File: src/rtl/core/ffa_div.sv
// divider by the alignment constant using a reciprocal multiplication
module ffa_div #(
    parameter int unsigned ALIGN_BYTES = 8
) (
    input  logic                            i_clk,
    input  logic                            i_rst_n,
    input  logic                            i_start,
    input  logic [16:0]                     i_dividend,
    output logic                            o_done,
    output logic [16:0]                     o_quot,
    output logic [$clog2(ALIGN_BYTES)-1:0]  o_rem
);
    localparam int unsigned QW  = $clog2(ALIGN_BYTES);
    localparam int unsigned SH  = 17 + QW;
    localparam logic [17:0] MUL = 18'(((64'd1 << SH) + 64'(ALIGN_BYTES) - 64'd1)
                                      / 64'(ALIGN_BYTES));

    logic          r_go;
    logic          r_done;
    logic [16:0]   r_dvd;
    logic [34:0]   r_prod;
    logic [16:0]   r_quot;
    logic [QW-1:0] r_rem;
    logic [16:0]   w_quot;
    logic [16:0]   w_back;

    assign w_quot = 17'(r_prod >> SH);
    assign w_back = w_quot * 17'(ALIGN_BYTES);

    always_ff @(posedge i_clk) begin
        if (!i_rst_n) begin
            r_go   <= 1'b0;
            r_done <= 1'b0;
        end else begin
            r_go   <= i_start;
            r_done <= r_go;
        end
        if (i_start) begin
            r_dvd  <= i_dividend;
            r_prod <= {18'd0, i_dividend} * {17'd0, MUL};
        end
        if (r_go) begin
            r_quot <= w_quot;
            r_rem  <= QW'(r_dvd - w_back);
        end
    end

    assign o_done = r_done;
    assign o_quot = r_quot;
    assign o_rem  = r_rem;
endmodule

File: config.mk
export PLATFORM = sky130hd
export DESIGN_NAME = ffa_div
export DESIGN_NICKNAME = d
export VERILOG_FILES = /design/src/rtl/core/ffa_div.sv
export SDC_FILE = /design/constraint.sdc
export NUM_CORES = 1
export LEC_CHECK = 0
export CORE_AREA = 5 5 67 69
export DETAILED_ROUTE_END_ITERATION = 16
export DIE_AREA = 0 0 72 74
export DONT_BUFFER_PORTS = 1
export GPL_ROUTABILITY_DRIVEN = 0
export HOLD_SLACK_MARGIN = 0.06
export PLACE_DENSITY_LB_ADDON = 0.3
export SETUP_SLACK_MARGIN = 0.02
export SLEW_MARGIN = 20
export SYNTH_ARGS = -nofsm -noshare
export SYNTH_HDL_FRONTEND = slang
export SYNTH_SLANG_ARGS = --single-unit
File: constraint.sdc
create_clock -name i_clk -period 1.2 [get_ports i_clk]
set_clock_uncertainty 0.15 [all_clocks]
set_input_delay 0.18 -clock i_clk [delete_from_list [all_inputs] [get_ports i_clk]]
set_output_delay 0.18 -clock i_clk [all_outputs]
set_load 0.03 [all_outputs]
* Word level (Yosys, flattened, before mapping)
Index checks and enable logic that the tools add are counted.
** Operators by class
- $add $sub $neg :: 1
** Operators by type and width (number)
- subtractor 3 x 1 -> 3 bit, second input constant :: 1
** Storage, ports and cells
- Flip-flop bits (word level) :: 36
- Logic and storage cells :: 6

* Longest topological paths before layout
- Word-level depth :: 1
- Gate-level depth with buffers :: 1

* Worst setup path after synthesis
No wires, ideal clock.
- Path kind :: flip-flop to flip-flop
- Start :: register r_go
- End :: register r_quot[0], in the netlist o_quot[0] (enable)
- Setup time :: 0.375 ns
- Data arrival time :: 0.648 ns
- Required time :: 0.675 ns
- Setup slack :: 0.027 ns
- Stages on the path, launching flop included :: 1
- Clock period less this slack :: 1.173 ns
- Cells stage by stage :: dfxtp_1
** RTL lines
- from (decl) :: RTL line 18 : logic r_go;
- from (signal assigned) :: RTL line 35 : r_go <= i_start;
- to (signal assigned) :: RTL line 43 : r_quot <= w_quot;
- to (decl) :: RTL line 22 : logic [16:0] r_quot;
No word-level cell between the ends.

* Worst setup path after layout
- Start :: register r_quot[1], in the netlist o_quot[1]
- End :: output o_quot[1]
** RTL lines
- to (decl) :: RTL line 10 : output logic [16:0] o_quot,
No word-level cell between the ends.

==> results by stage <==
Clocking:
- For this design, the CTS-stage hold fixing added 19 buffers.
- The maximum clock path buffer count is 2.
- The clock tree synthesis step divided the H-tree into 2 levels.
- Clock tree synthesis found a total of 36 sinks.
- The clock insertion delay at the later pin of the skew report is 0.28 ns.
- The number of post-CTS setup repair buffers is 0.
- After clock tree synthesis, the clock-pin slew on the worst setup and hold paths is 0.07 ns.
- The TritonCTS clock tree is done.
- The number of clock buffers inserted by TritonCTS is 5.
- The clock root buffer is sky130_fd_sc_hd__clkbuf_8.

Power:
- In this run the static leakage power is 0.498 nW.
- Power spread over the standard cell area amounts to 1700 nW/um^2.
- The maximum ir drop on the vdd rail is 817 uV.

Floorplan:
- After floorplanning, the core was sized to cover 3860 sq um.
- 41 I/O pins were placed.
- The die height is 74 um.
- The total die area is 5330 sq um.
- The initial core utilization is 28.5%.
- The row count is 23.
- The width of the die is 72 um.

Yosys:
- Counting flops with a built-in enable in the synthesized netlist gives 34.
- The netlist uses 5 different library cells.
- Summing the sequential cell areas from Yosys gives 96.5% of the chip area.
- The post-synthesis cell area is 1100 sq um.
- After synthesis, the share of flip-flops with an asynchronous set or reset is 0%.
- The top cell type by area accounts for 92.8% of the synthesized area.
- The primary flip-flop cell chosen by synthesis mapping is sky130_fd_sc_hd__edfxtp_1.
- The number of warnings reported in the yosys synthesis log is 0.
- The synthesis-stage register bit count is 36.
- Ranked by total cell area, the synthesized netlist is headed by sky130_fd_sc_hd__edfxtp_1, sky130_fd_sc_hd__dfxtp_1, sky130_fd_sc_hd__buf_4.
- The number of instances in the synthesized netlist is 42.
- The most repeated cell in the gate-level netlist after synthesis is sky130_fd_sc_hd__edfxtp_1.
- The synthesized design spends more area on one cell type than any other, namely sky130_fd_sc_hd__edfxtp_1.
- Sorting the synthesized cells by how often they occur yields sky130_fd_sc_hd__edfxtp_1, sky130_fd_sc_hd__buf_4, sky130_fd_sc_hd__and2_1, sky130_fd_sc_hd__dfxtp_1, sky130_fd_sc_hd__conb_1.
- The average instance in the mapped netlist occupies 26.2 sq um.

Outcome:
- The checks that failed: negative hold slack.
- The flow ran to the end, but the final reports show violations.

Worst setup path:
- The flop-to-flop setup slack is 0.22 ns.
- The biggest fanout along the worst timing path is 1.
- The critical path startpoint category is a flip-flop.
- By startpoint and endpoint, the worst setup path is classified as flip-flop to output port.
- The number of cells on the worst reg-to-reg path is 1.
- The endpoint of the worst register-to-register path is o_quot[10]$_DFFE_PP_.
- Data on the critical path arrives at its endpoint at 0.82 ns.
- The reg-to-reg startpoint is r_go$_SDFF_PN0_.
- Data on the critical path is required at its endpoint by 0.87 ns.
- The worst setup path is captured at an output port.

GRT:
- The total grt overflow is 0.
- The wire length of the first global-routing pass is 2.34 mm.
- The initial antenna violation count came to 0.
- The overall global routing resource usage is 6.42%.
- The maximum number of pins on one net before global-route repair is 19.
- The number of global-route vias before repair came to 477.

Final layout:
- The count of filler cells inserted in the layout is 369.
- From synthesis to final layout, the design area changed by 31.6%.
- The finished cells cover 1450 sq um.
- 0 antenna diodes ended up in the layout.
- The share of layout cells above drive strength 1 is 12.9%.
- Excluding fillers, the count of instances in the completed layout stands at 120.
- For this run, the post-layout net count is 89.

Detailed routing:
- The final antenna-violating net count is 0.
- The number of optimization iterations in the first detailed-route pass is 3.
- After the first detailed-routing iteration, the DRC count stood at 2.
- The total via count in the routed design is 449.
- The total length of routed wires is 1.59 mm.
- The via count normalized by instance count is 3.74.
- The detailed-route wire length per cell is 13.2 um.
- For this run, design rule violations remaining after detail routing come to 0.

Timing:
- The achievable frequency is 0.873 GHz.
- Setup repair after global routing could not meet its margin everywhere.
- Setup violations remaining at the end of the flow were counted as 0.
- The worst hold-check slack is -0.144 ns.
- The final critical path time including I/O delays and setup is 1.15 ns.
- The count of final max-slew check failures is 0.
- Dividing the final minimum period by the clock period gives 95.5%.
- Setup total negative slack on the finished layout was measured at 0 ns.
- The count of final hold-check violations was 17.

Placement:
- Including well taps, the total number of placed cells is 93.
- The count of buffers added on input and output ports is 0.
- In this run the cell area measured after placement is 1170 sq um.

Min path:
- The worst hold path terminates at r_dvd[5]$_DFFE_PP_.
- Along the worst hold path, the cell count comes to 0.
- The critical hold path startpoint is i_start.
- The type of the worst min-delay path is input pin to flip-flop.

Job:
- Max-cap violations in this run came to 0.
[per-layer routing]
metal	track usage, %	share of wire [%]	wire [um]	vias up
met5	0	0	0	-
met3	4.19	8.5	135	5
met4	4.38	2.3	36	0
met1	5.48	36	572	209
met2	10.9	53	841	27
li1	-	-	-	208
[cell usage in the layout (no fill, tap or decap)]
cell type	Yosys	routed
sky130_fd_sc_hd__clkinv_1	0	1
sky130_fd_sc_hd__edfxtp_1	34	34
sky130_fd_sc_hd__and2_1	2	2
sky130_fd_sc_hd__buf_12	0	1
sky130_fd_sc_hd__dfxtp_1	2	2
sky130_fd_sc_hd__buf_4	3	1
sky130_fd_sc_hd__dlygate4sd3_1	0	19
sky130_fd_sc_hd__conb_1	1	3
sky130_fd_sc_hd__clkinv_2	0	2
sky130_fd_sc_hd__clkbuf_8	0	5
[metrics by stage]
step | util, % | total power [W] | hold slack [ns] | setup WS (ns)
detailed placement | 30.5 | 0.00167 | 0.129 | 0.226
global placement | 30.5 | 0.00167 | 0.129 | 0.230
global route | 37.5 | 0.00259 | -0.166 | 0.0195
floorplan | - | 0.00165 | 0.129 | 0.0272
finish | 37.5 | 0.00247 | -0.144 | 0.0541
CTS | 37.5 | 0.00250 | -0.154 | 0.0380
[report_power, final]
part	switching, W	internal, W	leakage, nW	total, W
combinational	0.0000324	0.0000510	0.110	0.0000833
clock	0.000387	0.000393	0.0453	0.000780
sequential	0.000118	0.00149	0.342	0.00160
total	0.000537	0.00193	0.498	0.00247
[worst max path at each step]
stage / startpoint / depth (start not counted) / slack [ns] / endpoint
4_1_cts: o_quot[1]$_DFFE_PP_ / 0 / 0.04 / o_quot[1]
6_report: o_quot[1]$_DFFE_PP_ / 0 / 0.05 / o_quot[1]
3_3_place_gp: r_go$_SDFF_PN0_ / 1 / 0.23 / o_rem[0]$_DFFE_PP_
3_5_place_dp: r_go$_SDFF_PN0_ / 1 / 0.23 / o_rem[0]$_DFFE_PP_
2_1_floorplan: r_go$_SDFF_PN0_ / 0 / 0.03 / o_quot[0]$_DFFE_PP_
5_1_grt: o_quot[1]$_DFFE_PP_ / 0 / 0.02 / o_quot[1]
[area by class of cell]
class	instances	area (sq um)	area share [%]
Clock inverter	3	13.8	0.951
Timing Repair Buffer	21	218	15.0
Sequential cell	36	1060	73.3
Multi-Input combinational cell	5	23.8	1.64
Tap cell	50	62.6	4.32
Clock buffer	5	68.8	4.75
[flip-flops by register name, indices dropped and copies added, names as in the netlist]
name / count
o_rem: 3
o_done: 1
o_quot: 14
r_go: 1
r_dvd: 17
[kinds of logic (layout without fill, tap and decap cells)]
| family | after synthesis | after routing | synth area share, % |
|---|---|---|---|
| flops | 36 | 36 | 96.5 |
| other cells | 1 | 3 | 0.341 |
| buf+inv | 3 | 29 | 2.05 |
| simple gates | 2 | 2 | 1.14 |
[what timing repair did]
item	in CTS	in global routing
endpoints found under the setup margin	0	1
gates resized for setup	0	0
endpoints found under the hold margin	36	17
Power figures use the tool's default switching activity.
